<file path="config.mk">
export PLATFORM = sky130hd
export DESIGN_NAME = status_debounce_state_store
export DESIGN_NICKNAME = d
export VERILOG_FILES = /design/src/sds_pkg.sv /design/src/sds_debounce.sv /design/src/sds_metrics.sv /design/src/status_debounce_state_store.sv
export SDC_FILE = /design/constraint.sdc
export NUM_CORES = 1
export LEC_CHECK = 0
export BUFFER_PORTS_ARGS = -buffer_cell sky130_fd_sc_hd__buf_2
export CAP_MARGIN = 10
export CORE_ASPECT_RATIO = 0.5
export CORE_MARGIN = 5
export CORE_UTILIZATION = 59
export CTS_CLUSTER_SIZE = 28
export DETAILED_ROUTE_END_ITERATION = 7
export MAX_ROUTING_LAYER = met4
export PLACE_DENSITY = 0.78
export SLEW_MARGIN = 20
export SYNTH_ARGS = -nofsm -noshare
export SYNTH_HDL_FRONTEND = slang
export SYNTH_SLANG_ARGS = --single-unit
</file>
<file path="constraint.sdc">
create_clock -name clk -period 4.94 [get_ports clk]
set_input_delay 0.494 -clock clk [delete_from_list [all_inputs] [get_ports clk]]
set_output_delay 0.494 -clock clk [all_outputs]
set_load 0.1 [all_outputs]
</file>
<file path="src/sds_pkg.sv">
package sds_pkg;

	localparam int unsigned METRIC_COUNT = 8;
	localparam int unsigned INDEX_W = 3;

	// action codes
	localparam logic [1:0] ACT_UPDATE = 2'd0;
	localparam logic [1:0] ACT_DISCONNECT = 2'd1;
	localparam logic [1:0] ACT_READ = 2'd2;

	localparam logic [7:0] STATUS_NONE = 8'd0;
	localparam logic [7:0] STATUS_WAIT = 8'd255;

	localparam logic [INDEX_W-1:0] IDX_UTILITY = 3'd2;
	// runtime, batt mV, load, in mV, out mV carry their own valid mark
	localparam logic [METRIC_COUNT-1:0] FLAGGED_MASK = 8'hF2;

	typedef struct packed {
		logic [1:0]  action;
		logic [31:0] now_ms;
		logic [2:0]  metric_index;
		logic        metric_present;
		logic [31:0] metric_value;
		logic [7:0]  status_code;
		logic [15:0] hold_ms;
		logic        valid_in;
	} req_t;

	typedef struct packed {
		logic [31:0] read_value;
		logic        read_valid;
		logic [7:0]  committed_status;
		logic        data_valid;
		logic [31:0] update_age_ms;
	} rsp_t;

	typedef struct packed {
		logic [31:0] read_value;
		logic        read_valid;
		logic        data_valid;
		logic [31:0] update_age_ms;
	} metric_view_t;

endpackage

</file>
<file path="src/sds_debounce.sv">
module sds_debounce import sds_pkg::*; (
	input  logic       clk,
	input  logic       arst_n,
	input  logic       fire,
	input  req_t       item,
	output logic [7:0] status_next
);

	logic [7:0]  status_q, cand_q;
	logic [31:0] since_q;
	logic [15:0] hold_q;

	logic [7:0]  status_n, cand_n;
	logic [31:0] since_n;
	logic [15:0] hold_n;
	logic [31:0] elapsed;

	assign elapsed = item.now_ms - since_q;

	always_comb begin
		status_n = status_q;
		cand_n = cand_q;
		since_n = since_q;
		hold_n = hold_q;
		if (item.action == ACT_DISCONNECT) begin
			status_n = STATUS_WAIT;
			cand_n = STATUS_NONE;
			since_n = '0;
			hold_n = '0;
		end else if (item.action == ACT_UPDATE && item.status_code != STATUS_NONE) begin
			if (item.status_code == status_q) begin
				cand_n = STATUS_NONE;
				since_n = '0;
				hold_n = '0;
			end else if (item.hold_ms == '0) begin
				status_n = item.status_code;
				cand_n = STATUS_NONE;
				since_n = '0;
				hold_n = '0;
			end else if (item.status_code == cand_q) begin
				// wrapping time: elapsed is taken modulo 2^32
				if (elapsed >= {16'd0, hold_q}) begin
					status_n = item.status_code;
					cand_n = STATUS_NONE;
					since_n = '0;
					hold_n = '0;
				end
			end else begin
				cand_n = item.status_code;
				since_n = item.now_ms;
				hold_n = item.hold_ms;
			end
		end
	end

	assign status_next = status_n;

	always_ff @(posedge clk or negedge arst_n) begin
		if (!arst_n) begin
			status_q <= STATUS_NONE;
			cand_q <= STATUS_NONE;
			since_q <= '0;
			hold_q <= '0;
		end else if (fire) begin
			status_q <= status_n;
			cand_q <= cand_n;
			since_q <= since_n;
			hold_q <= hold_n;
		end
	end

endmodule

</file>
<file path="src/sds_metrics.sv">
module sds_metrics import sds_pkg::*; (
	input  logic         clk,
	input  logic         arst_n,
	input  logic         fire,
	input  req_t         item,
	output metric_view_t view
);

	logic [31:0]             metric_q [METRIC_COUNT];
	logic [METRIC_COUNT-1:0] marks_q;
	logic                    overall_q;
	logic [31:0]             last_q;

	logic [METRIC_COUNT-1:0] sel;
	logic [31:0]             wr_value;
	logic                    is_update, is_disc, do_write;
	logic [METRIC_COUNT-1:0] marks_n;
	logic                    overall_n;
	logic [31:0]             last_n;
	logic [31:0]             value_n;

	assign sel = METRIC_COUNT'(1) << item.metric_index;
	assign is_update = (item.action == ACT_UPDATE);
	assign is_disc = (item.action == ACT_DISCONNECT);
	assign do_write = is_update && item.metric_present;
	assign wr_value = (item.metric_index == IDX_UTILITY) ?
		{31'd0, |item.metric_value} : item.metric_value;

	always_comb begin
		marks_n = marks_q;
		overall_n = overall_q;
		last_n = last_q;
		value_n = metric_q[item.metric_index];
		if (is_disc) begin
			marks_n = '0;
			overall_n = 1'b0;
			last_n = item.now_ms;
			value_n = '0;
		end else if (is_update) begin
			if (item.metric_present) begin
				marks_n = marks_q | (sel & FLAGGED_MASK);
				value_n = wr_value;
			end
			overall_n = overall_q | item.valid_in;
			last_n = item.now_ms;
		end
	end

	always_comb begin
		view.read_value = value_n;
		view.read_valid = ((FLAGGED_MASK & sel) == '0) || ((marks_n & sel) != '0);
		view.data_valid = overall_n;
		view.update_age_ms = (item.now_ms >= last_n) ? (item.now_ms - last_n) : '0;
	end

	always_ff @(posedge clk or negedge arst_n) begin
		if (!arst_n) begin
			for (int i = 0; i < METRIC_COUNT; i++) begin
				metric_q[i] <= '0;
			end
			marks_q <= '0;
			overall_q <= 1'b0;
			last_q <= '0;
		end else if (fire) begin
			for (int i = 0; i < METRIC_COUNT; i++) begin
				if (is_disc) begin
					metric_q[i] <= '0;
				end else if (do_write && sel[i]) begin
					metric_q[i] <= wr_value;
				end
			end
			marks_q <= marks_n;
			overall_q <= overall_n;
			last_q <= last_n;
		end
	end

endmodule

</file>
<file path="src/status_debounce_state_store.sv">
// Each item goes through the input register, then through the state update
// into the result register.
// Throughput: one item per cycle; req_stall rises only while the result
// register is full and stalled and the input register also holds an item.
// Reset (arst_n low): both pipeline stages empty, all metrics, marks, the
// candidate and the committed status cleared to zero.
module status_debounce_state_store import sds_pkg::*; (
	input  logic clk,
	input  logic arst_n,
	// request channel
	input  logic req_valid,
	output logic req_stall,
	input  req_t req,
	// response channel
	output logic rsp_valid,
	input  logic rsp_stall,
	output rsp_t rsp
);

	// stage 1: registered item
	logic valid_s1;
	req_t req_s1;
	// stage 2: registered result
	logic valid_s2;
	rsp_t rsp_s2;

	logic         adv2;   // result register can take a new result
	logic         fire;   // stage 1 item is applied to the state this cycle
	logic [7:0]   status_next;
	metric_view_t view;

	assign adv2 = !valid_s2 || !rsp_stall;
	assign fire = valid_s1 && adv2;
	assign req_stall = valid_s1 && !adv2;

	always_ff @(posedge clk or negedge arst_n) begin
		if (!arst_n) begin
			valid_s1 <= 1'b0;
		end else if (!req_stall) begin
			valid_s1 <= req_valid;
		end
	end

	always_ff @(posedge clk) begin
		if (req_valid && !req_stall) begin
			req_s1 <= req;
		end
	end

	// debounced status: committed code plus pending candidate
	sds_debounce u_debounce (
		.clk         (clk),
		.arst_n      (arst_n),
		.fire        (fire),
		.item        (req_s1),
		.status_next (status_next)
	);

	// metric store, valid marks, overall valid and update time
	sds_metrics u_metrics (
		.clk    (clk),
		.arst_n (arst_n),
		.fire   (fire),
		.item   (req_s1),
		.view   (view)
	);

	always_ff @(posedge clk or negedge arst_n) begin
		if (!arst_n) begin
			valid_s2 <= 1'b0;
		end else if (adv2) begin
			valid_s2 <= valid_s1;
		end
	end

	// result shows the state after the item
	always_ff @(posedge clk) begin
		if (fire) begin
			rsp_s2.read_value <= view.read_value;
			rsp_s2.read_valid <= view.read_valid;
			rsp_s2.committed_status <= status_next;
			rsp_s2.data_valid <= view.data_valid;
			rsp_s2.update_age_ms <= view.update_age_ms;
		end
	end

	assign rsp_valid = valid_s2;
	assign rsp = rsp_s2;

endmodule

</file>
# Word level (Yosys, flattened, before mapping)
# Index checks and enable logic that the tools add are counted.
# word_totals
register_bits,532
latchBits,0
ram_bits,0
romBits,0
in_bits,99
output_inout_bits,76
word_cells,141
memories,0
# classes
add_sub_neg,2
n_mul,0
n_div,0
magnitude_cmp,3
eq_ne,5
n_shift,1
n_mux,53
n_bitwise,4
reduce_logical,43
# ops
operator,n
32-bit 2-to-1 mux,29
8-bit 2-to-1 mux,15
32-bit binary-select mux with 3-bit select,1
16-bit 2-to-1 mux,6
32-bit subtractor,2
32-bit by 16-bit >= comparator with 1-bit output,1
32-bit >= comparator,1
32-bit OR reduction,1
2-bit nonzero test,9
8-bit equality test,2
16-bit zero test,1
2-bit AND reduction,8
8-bit nonzero test,2
1-bit logical AND,13
8-bit AND,1
8-bit zero test,1
8-bit bitwise OR,1
"1-bit by 3-bit left shift with 8-bit output, first input constant",1
"5-bit by 2-bit inequality test with 1-bit output, second input constant",1
"4-bit >= comparator, second input constant",1
1-bit zero test,4
3-bit NOT with 4-bit output,1
"3-bit by 2-bit equality test with 1-bit output, second input constant",1
3-bit AND reduction,1
other kinds (5),7

# Longest topological paths before layout
# Gate-level depths: netlist (run 1).
# logic_depth
depth_word,8
ltp_mapped,23
mapped_depth_nobuf,21

# Cells and area by module
# From an unflattened synthesis (run 1), not the netlist that was laid out.
# hier_totals
hier_cells,2500
hier_area_um2,26409.1
# by_module_without_submodules
module,n_inst,cells_each,area_each_um2,seq_area_each_um2
sds_metrics,1,1578,15437.3,7432.1
sds_debounce,1,745,5804.3,1601.5
status_debounce_state_store,1,177,5167.5,5124.9

# Worst setup path after synthesis (run 1)
# No wires, ideal clock.
# synth_path
path_kind,register to register
startpoint,register req_s1[65] in the netlist's numbering
endpoint,"register rsp_s2 (netlist bit rsp[38]), data pin"
setup_ns,0.261
t_arrival_ns,4.196
t_required_ns,4.679
path_slack_ns,0.484
path_stages_with_launch,18
n_path_buf,1
period_less_slack_ns,4.456
path_cell_list,edfxtp_1 -> ha_1 -> a21o_1 -> or3_1 -> o21ai_1 -> xnor2_1 -> ha_1 -> and3_1 -> a211o_1 -> a221o_1 -> a31oi_1 -> o32a_1 -> o211a_1 -> nand4_1 -> or4_4 -> o2bb2ai_2 -> buf_2 -> mux2i_1
# synth_between
elab_chain_cells,8
# synth_rtl
item,line,rtl
start: declaration,status_debounce_state_store.sv:22,req_t req_s1;
start signal: assignment,status_debounce_state_store.sv:46,req_s1 <= req;
32-bit subtractor,sds_debounce.sv:18,assign elapsed = item.now_ms - since_q;
32-bit by 16-bit >= comparator with 1-bit output,sds_debounce.sv:42,"if (elapsed >= {16'd0, hold_q}) begin"
8-bit 2-to-1 mux,sds_debounce.sv:42,
8-bit 2-to-1 mux,sds_debounce.sv:40,end else if (item.status_code == cand_q) begin
8-bit 2-to-1 mux,sds_debounce.sv:35,end else if (item.hold_ms == '0) begin
8-bit 2-to-1 mux,sds_debounce.sv:31,if (item.status_code == status_q) begin
8-bit 2-to-1 mux,sds_debounce.sv:30,end else if (item.action == ACT_UPDATE && item.status_code != STATUS_NONE) begin
8-bit 2-to-1 mux,sds_debounce.sv:25,if (item.action == ACT_DISCONNECT) begin
via status_next[5],status_debounce_state_store.sv:29,logic [7:0] status_next;
end: declaration,status_debounce_state_store.sv:25,rsp_t rsp_s2;
# The timed path passes the listed nets, and every way through them passes these cells.
# A chain may end at the register's enable or synchronous reset.

# Worst setup path in the final report (run 1)
# layout_path
startpoint,register req_s1[65] in the netlist's numbering
endpoint,register u_debounce.since_q[3]
# layout_between
elab_chain_cells,4
# layout_rtl
item,line,rtl
32-bit subtractor,sds_debounce.sv:18,
32-bit by 16-bit >= comparator with 1-bit output,sds_debounce.sv:42,
5-bit by 2-bit inequality test with 1-bit output (no line),n/a,
3-bit AND reduction (no line),n/a,
end signal: assignment,sds_debounce.sv:67,since_q <= since_n;
end: declaration,sds_debounce.sv:10,logic [31:0] since_q;
# No other way between the ends.

==> out/results.tsv, run 1 <==
stage	metric	value	unit
job	cap_viol_max_count	0	
timing	max_freq	209	MHz
grt	grt_start_max_net_pins	122	
floorplanning	rows	54	
timing	period_share	0.968	
power_and_ir_drop	p_leak	13.0	nW
power_and_ir_drop	power.total	12.2	mW
grt	gr-total-overflow	0	
detailed_routing	ant_nets	0	
floorplanning	fp.dieH	158	um
logic_synthesis	synth_top_area_frac	0.350	
power_and_ir_drop	vdd_drop_max	0.000357	V
logic_synthesis	synthCells	2368	
timing	clock_skew	0.0403	ns
timing	drv_slew	0	
clock_tree	root_buffer	clkbuf_16	
timing	final.min_clock_period	4.78	ns
placement	numPortBuffers	174	
setup_path	reg2reg_depth	18	
clock_tree	cts_htree_levels	2	
detailed_routing	drc	0	
logic_synthesis	synth_seq_area_share	0.545	
logic_synthesis	synthTopCellsByArea	dfrtp_1 35%, edfxtp_1 20%, o21ai_0 5.8%, mux4_2 5.5%, mux2i_1 4.9%	
final_layout	drive_gt1_frac	0.159	
logic_synthesis	synthArstFlopShare	0.682	
detailed_routing	drtPass1Iterations	5	
setup_path	critPathLaunchType	flip-flop	
logic_synthesis	syn-num-nets	2548	
grt	first_global_vias	18957	
setup_path	endpoint_kind	flip-flop	
setup_path	r2r-start	req_s1[65]$_DFFE_PP_	
logic_synthesis	ys.flop_type	dfrtp_1	
setup_path	r2r_end	u_debounce.since_q[3]$_DFFE_PN0P_	
floorplanning	dieArea	48600	sq um
placement	routabilityCongestion	0.972	
setup_path	endpoint	u_debounce.since_q[3]$_DFFE_PN0P_	
detailed_routing	vias	19262	
setup_path	crit_required	5.42	ns
worst_hold_path	holdPathStages	1	
timing	slew_headroom	0.291	
logic_synthesis	yosysUniqueCellTypes	74	
grt	antenna_found_initial	0	
detailed_routing	routed_wl	65.4	mm
power_and_ir_drop	cellPowerDensity	418	nW/um^2
logic_synthesis	synth_edf_count	169	
setup_path	path_class	flip-flop to flip-flop	
placement	dp_cells	3022	
timing	setup_viol	0	
floorplanning	pin_count	175	
setup_path	crit_start	req_s1[65]$_DFFE_PP_	
setup_path	path_max_fanout	18	
clock_tree	path_clk_slew	0.07	ns
setup_path	reg2reg_setup_slack	0.16	ns
final_layout	fin_cells	3120	
clock_tree	cts_buffers	46	
clock_tree	clkLatencyLatePin	0.60	ns
final_layout	diodes	0	
grt	grt_pass1_wl	103	mm
logic_synthesis	ys_warn_count	0	
floorplanning	coreArea	43600	sq um
timing	finalHoldViolCount	0	
detailed_routing	via_per_inst	6.17	
detailed_routing	wl_per_cell	21.0	um
setup_path	crit_arrival	5.26	ns
final_layout	utilization	0.668	
final_layout	finish.net_count	2674	
clock_tree	cts_tree	built	
timing	tightest_slew	1.06	ns
detailed_routing	drtIter0Drc	1882	
clock_tree	cts.sinks	532	
logic_synthesis	synth_top_area_cell	dfrtp_1	
worst_hold_path	hold_class	primary input to flip-flop	
placement	dp_hpwl	42.1	mm
clock_tree	clk_path_buf_depth	3	
grt	gr-usage-all-layers	0.272	
final_layout	area_growth	12.0	%
logic_synthesis	ys_ff_latch	532	
logic_synthesis	avgSynthCellArea	11.0	sq um
floorplanning	initial_core_util	0.596	
run_status	status	finished, final reports clean	
logic_synthesis	synth_area	26000	sq um
floorplanning	die_w	307	um
==> layout make-up <==
cell class / instances / area [sq um]
timing repair buffer: 233 / 1450
multi-input combinational: 1596 / 11000
tap: 588 / 736
fill: 3210 / 14500
clock buffer: 72 / 1350
clock inverter: 14 / 123
sequential: 532 / 14200
inverter: 85 / 320
==> kinds of logic after synthesis <==
logic type | Yosys count | synth area share
compound gates | 533 | 0.118
xor+xnor | 57 | 0.0192
fa+ha+maj | 81 | 0.0396
buf+inv | 240 | 0.0379
flops | 532 | 0.545
mux | 194 | 0.106
simple gates | 731 | 0.134
==> power by group <==
part | leakage [nW] | switching [mW] | total [mW] | internal, mW
clock | 0.700 | 1.67 | 3.57 | 1.90
sequential | 6.48 | 0.200 | 5.18 | 4.98
combinational | 5.78 | 2.27 | 3.42 | 1.15
total | 13.0 | 4.14 | 12.2 | 8.03
==> how the worst min path moves through the flow <==
stage                                                 from                          endpoint  slack [ns]
after floorplan                                     arst_n             rsp_valid$_DFFE_PN0N_        0.20
after global placement    u_metrics.last_q[15]$_DFFE_PN0P_  u_metrics.last_q[15]$_DFFE_PN0P_        0.46
after detailed placement  u_metrics.marks_q[2]$_DFFE_PN0P_  u_metrics.marks_q[2]$_DFFE_PN0P_        0.47
after CTS                                          req[56]              req_s1[56]$_DFFE_PP_        0.04
after global routing                               req[47]              req_s1[47]$_DFFE_PP_        0.04
final                                              req[56]              req_s1[56]$_DFFE_PP_        0.06
==> repair_timing <==
| action | in CTS | in global routing |
|---|---|---|
| endpoints found under the setup margin | 0 | 72 |
| hold buffers | 1 | 0 |
| resized for setup | 0 | 10 |
| setup buffers | 0 | 8 |
| hold endpoints to repair | 84 | 0 |
==> worst max-delay path: stages, from the launching register on <==
cell	delay [ns]
edfxtp_1	0.50
ha_4	0.31
a21o_1	0.19
or3_1	0.37
o21ai_1	0.21
xnor2_1	0.15
ha_1	0.26
and3_1	0.18
a211o_1	0.29
a221o_1	0.26
a31oi_1	0.17
o32a_1	0.21
o211a_1	0.15
nand4_1	0.09
or4_4	0.56
o21ai_4	0.22
buf_4	0.16
buf_12	0.17
mux2i_1	0.24
==> placed cells by master (no fill, tap or decap), drive strengths merged, types with 9 or more instances in the layout <==
master	n
or3	9
nor3	33
ha	79
nand2b	18
xor2	23
nor2b	44
a21o	25
inv	85
nand3	241
mux2i	128
mux4	64
nor2	127
o22ai	18
a21oi	95
buf	230
dfrtp	363
nand4	16
nand2	186
o21ai	305
clkbuf	74
xnor2	34
and2	11
o211ai	10
edfxtp	169
clkinv	9
nor4	24
==> per-layer routing <==
metal  vias up  wire length, um  GRT usage
li1       8858                -          -
met1      9608            27400      0.362
met2       663            32200      0.449
met3       133             4240     0.0429
met4         0             1620     0.0659
met5         -                0          -
==> sequential cells by signal, summed over array words and instances (netlist names), 16 cells and up <==
signal / cells
req_s1: 95
rsp: 74
u_debounce.hold_q: 16
u_debounce.since_q: 32
u_metrics.last_q: 32
u_metrics.metric_q: 256
==> cell usage after synthesis (5+ instances only) <==
cell type / number
a211oi_1: 6
a21o_1: 25
a21oi_1: 95
a2bb2oi_1: 8
a31oi_1: 5
and2_1: 10
and3_1: 5
buf_1: 34
clkbuf_1: 111
dfrtp_1: 363
edfxtp_1: 169
ha_1: 79
inv_1: 85
mux2i_1: 128
mux4_2: 64
nand2_1: 186
nand2b_1: 18
nand3_1: 241
nand4_1: 15
nor2_1: 127
nor2b_1: 44
nor3_1: 33
nor4_1: 24
o211ai_1: 10
o21a_1: 8
o21ai_0: 301
o21bai_1: 8
o22ai_1: 18
or3_1: 9
xnor2_1: 34
xor2_1: 23
==> per-stage QoR <==
stage	hold WS, ns	TNS, ns	area (sq um)	setup slack [ns]
2_1_floorplan	0.198	0	26000	0.484
3_3_place_gp	0.461	0	27400	0.220
3_5_place_dp	0.471	-0.00208	27400	-0.00208
4_1_cts	0.0402	0	28900	0.0219
5_1_grt	0.0379	-0.621	29100	-0.0546
6_report	0.0613	0	29100	0.159
(Power assumes the default switching activity.)
==> run 2, diff against run 1 <==
--- a/config.mk
+++ b/config.mk
@@ -5,6 +5,7 @@
 export SDC_FILE = /design/constraint.sdc
 export NUM_CORES = 1
 export LEC_CHECK = 0
+export ABC_AREA = 1
 export BUFFER_PORTS_ARGS = -buffer_cell sky130_fd_sc_hd__buf_2
 export CAP_MARGIN = 10
 export CORE_ASPECT_RATIO = 0.5
==> run 2 against run 1 <==
Non-clock buffer count is 26 lower. Critical path type unchanged. Core utilization increased by 0.25 points. Synthesized cell count grew 28%. Area after synthesis rose by 1.6%. Die area up 1.5%. First-iteration DRC count rose by 11%. Clock-buffer cell count fell by 6. Setup slack gained 0.47 ns. Combinational power grew 44%. Clock skew is 0.0071 ns lower.
==> out/results.tsv, run 2 <==
stage	metric	value	unit	change
clock_tree	cts.sinks	532		unchanged
detailed_routing	vias	21316		was 19.3k
logic_synthesis	synthArstFlopShare	0.682		unchanged
final_layout	final_cell_mix	916 x nand2_1, 363 x dfrtp_1, 326 x inv_1		was 363 x dfrtp_1, 300 x o21ai_0, 239 x nand3_1
logic_synthesis	ys.flop_type	dfrtp_1		unchanged
worst_hold_path	holdPathStages	1		unchanged
setup_path	reg2reg_depth	22		was 18
grt	busiest_layer	met2		unchanged
final_layout	area_growth	11.6	%	was 12.0%
clock_tree	clk_path_buf_depth	3		unchanged
setup_path	worstPathCellList	ha_1 -> nand2_1 -> nor2_1 -> nand2_1 -> nand3_1 -> nand2_1 -> nand2_1 -> xor2_1 -> ha_1 -> a21oi_1 -> nor2_1 -> a211oi_1 -> nand3_1 -> nor2_1 -> nand3_1 -> nor2_2 -> nand2_2 -> o21ai_4 -> nand2_4 -> buf_12 -> nand3_1 -> o21ai_1		was ha_4 -> a21o_1 -> or3_1 -> o21ai_1 -> xnor2_1 -> ha_1 -> and3_1 -> a211o_1 -> a221o_1 -> a31oi_1 -> o32a_1 -> o211a_1 -> nand4_1 -> or4_4 -> o21ai_4 -> buf_4 -> buf_12 -> mux2i_1
setup_path	critPathLaunchType	flip-flop		unchanged
grt	first_global_vias	20499		was 19.0k
setup_path	cpPeakStageDelay	0.47	ns	was 0.56 ns
detailed_routing	ant_nets	0		unchanged
power_and_ir_drop	p_leak	13.8	nW	was 13.0 nW
final_layout	largest_register_ffs	256		unchanged
logic_synthesis	yosysUniqueCellTypes	54		was 74
logic_synthesis	yosysMostFrequentCell	nand2_1		was dfrtp_1
grt	met3_usage	0.0374		was 0.0429
setup_path	crit_required	5.38	ns	was 5.42 ns
timing	max_freq	232	MHz	was 209 MHz
final_layout	regMostFlops	u_metrics.metric_q		unchanged
clock_tree	cts_tree	built		unchanged
floorplanning	initial_core_util	0.601		was 0.596
logic_synthesis	synth_top_area_cell	dfrtp_1		unchanged
clock_tree	path_clk_slew	0.07	ns	about the same
clock_tree	cts_buffers	46		unchanged
power_and_ir_drop	vdd_drop_max	0.000277	V	was 0.000357 V
setup_path	crit_family	simple AND/OR/NAND/NOR gates		was compound AO/OA/AOI/OAI gates
clock_tree	clkLatencyLatePin	0.59	ns	was 0.60 ns
grt	grt_pass1_wl	109	mm	was 103 mm
detailed_routing	routed_wl	67.4	mm	was 65.4 mm
timing	fin_setup_tns	0	ns	unchanged
timing	finalHoldViolCount	0		unchanged
floorplanning	rows	54		unchanged
detailed_routing	drtPass1Iterations	5		unchanged
detailed_routing	wl_per_cell	17.9	um	was 21.0 um
timing	clock_skew	0.0333	ns	was 0.0403 ns
grt	antenna_found_initial	0		unchanged
setup_path	r2r-start	req_s1[63]$_DFFE_PP_		was req_s1[65]$_DFFE_PP_
logic_synthesis	synthTopCellsByArea	dfrtp_1 34%, edfxtp_1 19%, nand2_1 13%, o21ai_0 5.5%, inv_1 4.7%		was dfrtp_1 35%, edfxtp_1 20%, o21ai_0 5.8%, mux4_2 5.5%, mux2i_1 4.9%
grt	use_met2	0.456		was 0.449
power_and_ir_drop	power.total	15.0	mW	was 12.2 mW
placement	dp_hpwl	43.9	mm	was 42.1 mm
worst_hold_path	worstHoldStart	req[24]		was req[56]
timing	grt_setup_unrepaired	false		
final_layout	diodes	0		unchanged
logic_synthesis	synth_top_area_frac	0.344		was 0.350
logic_synthesis	synth_area	26400	sq um	was 26000 sq um
logic_synthesis	avgSynthCellArea	8.73	sq um	was 11.0 sq um
floorplanning	fp.dieH	160	um	was 158 um
setup_path	slowest_stage	edfxtp_1		was or4_4
clock_tree	root_buffer	clkbuf_16		unchanged
logic_synthesis	synthTopCellsByCount	916 x nand2_1, 363 x dfrtp_1, 330 x inv_1		was 363 x dfrtp_1, 301 x o21ai_0, 241 x nand3_1
timing	period_share	0.873		was 0.968
grt	gr-total-overflow	0		unchanged
timing	tightest_slew	1.03	ns	was 1.06 ns
detailed_routing	via_per_inst	5.65		was 6.17
logic_synthesis	synth_edf_count	169		unchanged
floorplanning	coreArea	43900	sq um	was 43600 sq um
final_layout	finish.net_count	3325		was 2674
setup_path	path_class	flip-flop to flip-flop		unchanged
floorplanning	pin_count	175		unchanged
placement	routabilityCongestion	0.932		was 0.972
timing	drv_slew	0		unchanged
setup_path	endpoint_kind	flip-flop		unchanged
floorplanning	die_w	309	um	was 307 um
worst_hold_path	hold_class	primary input to flip-flop		unchanged
setup_path	crit_arrival	4.75	ns	was 5.26 ns
job	cap_viol_max_count	0		unchanged
logic_synthesis	synthCells	3021		was 2368
setup_path	path_max_fanout	62		was 18
run_status	status	finished, final reports clean		unchanged
grt	grt_start_max_net_pins	102		was 122
floorplanning	dieArea	49300	sq um	was 48600 sq um
power_and_ir_drop	cellPowerDensity	510	nW/um^2	was 418 nW/um^2
timing	slew_headroom	0.311		was 0.291
timing	final.min_clock_period	4.31	ns	was 4.78 ns
grt	grt_use_met1	0.373		was 0.362
placement	numPortBuffers	174		unchanged
final_layout	utilization	0.670		was 0.668
detailed_routing	drc	0		unchanged
timing	setup_viol	0		unchanged
clock_tree	cts_htree_levels	2		unchanged
final_layout	layout_commonest_cell	nand2_1		was dfrtp_1
logic_synthesis	ys_warn_count	0		unchanged
final_layout	drive_gt1_frac	0.114		was 0.159
logic_synthesis	ys_ff_latch	532		unchanged
setup_path	r2r_end	u_debounce.since_q[23]$_DFFE_PN0P_		was u_debounce.since_q[3]$_DFFE_PN0P_
worst_hold_path	hold-path-endpoint	req_s1[24]$_DFFE_PP_		was req_s1[56]$_DFFE_PP_
grt	gr-usage-all-layers	0.279		was 0.272
clock_tree	cts_resized	0		unchanged
logic_synthesis	synth_seq_area_share	0.537		was 0.545
setup_path	timing.critical_path.buf_inv	1		was 2
detailed_routing	drtIter0Drc	2086		was 1882
logic_synthesis	syn-num-nets	3201		was 2548
setup_path	reg2reg_setup_slack	0.63	ns	was 0.16 ns
run 2: cells by family (layout without fill, tap and decap cells):
family / count (synthesis) / count (layout) / share of synthesized area
adders and majority gates: 81 / 81 / 0.0390
and+or+nand+nor: 1295 / 1295 / 0.202
xor gates and xnor gates: 52 / 52 / 0.0173
DFF: 532 / 532 / 0.537
muxes: 30 / 30 / 0.0114
buffers and inverters: 472 / 634 / 0.0695
AOI/OAI and AO/OA: 559 / 559 / 0.125
run 2: cell type report:
class,count,area (sq um)
Fill cell,3548,14500
Timing Repair Buffer,207,1170
Clock buffer,66,1340
Sequential cell,532,14200
Inverter,341,1280
Clock inverter,20,248
Multi-Input combinational cell,2017,10500
Tap cell,588,736
run 2: report_power, final:
group          internal [mW]  switching, mW
Combinational           1.52           3.43
Sequential              5.69          0.553
Clock                   2.13           1.69
run 2: metrics by stage:
step	cells	cell area, sq um	hold WS [ns]	setup slack [ns]
CTS	3771	29400	0.0546	0.661
finish	3771	29400	0.0746	0.630
global placement	3684	27800	0.454	0.827
floorplan	3021	26400	0.198	0.531
detailed placement	3684	27800	0.470	0.685
global route	3771	29400	0.0512	0.160
run 2: per-layer routing:
| layer | wire length (um) | part of all wire | vias up |
|---|---|---|---|
| li1 | - | - | 10216 |
| met1 | 28900 | 0.43 | 10261 |
| met2 | 32700 | 0.49 | 701 |
| met3 | 3850 | 0.057 | 138 |
| met4 | 1840 | 0.027 | 0 |
| met5 | 0 | 0 | - |
run 2: worst max path at each step:
stage	start	end	cells after the start
2_1_floorplan	rsp_valid$_DFFE_PN0N_	req_s1[0]$_DFFE_PP_	5
4_1_cts	req_s1[63]$_DFFE_PP_	u_debounce.since_q[23]$_DFFE_PN0P_	22
3_3_place_gp	req_s1[63]$_DFFE_PP_	u_debounce.since_q[12]$_DFFE_PN0P_	22
3_5_place_dp	req_s1[63]$_DFFE_PP_	u_debounce.since_q[23]$_DFFE_PN0P_	22
6_report	req_s1[63]$_DFFE_PP_	u_debounce.since_q[23]$_DFFE_PN0P_	22
5_1_grt	req_s1[63]$_DFFE_PP_	u_debounce.since_q[23]$_DFFE_PN0P_	22
run 2: repair_timing:
| item | 4_1_cts | 5_1_grt |
|---|---|---|
| setup buffers | 0 | 0 |
| hold buffers | 1 | 0 |
| endpoints found under the hold margin | 76 | 0 |
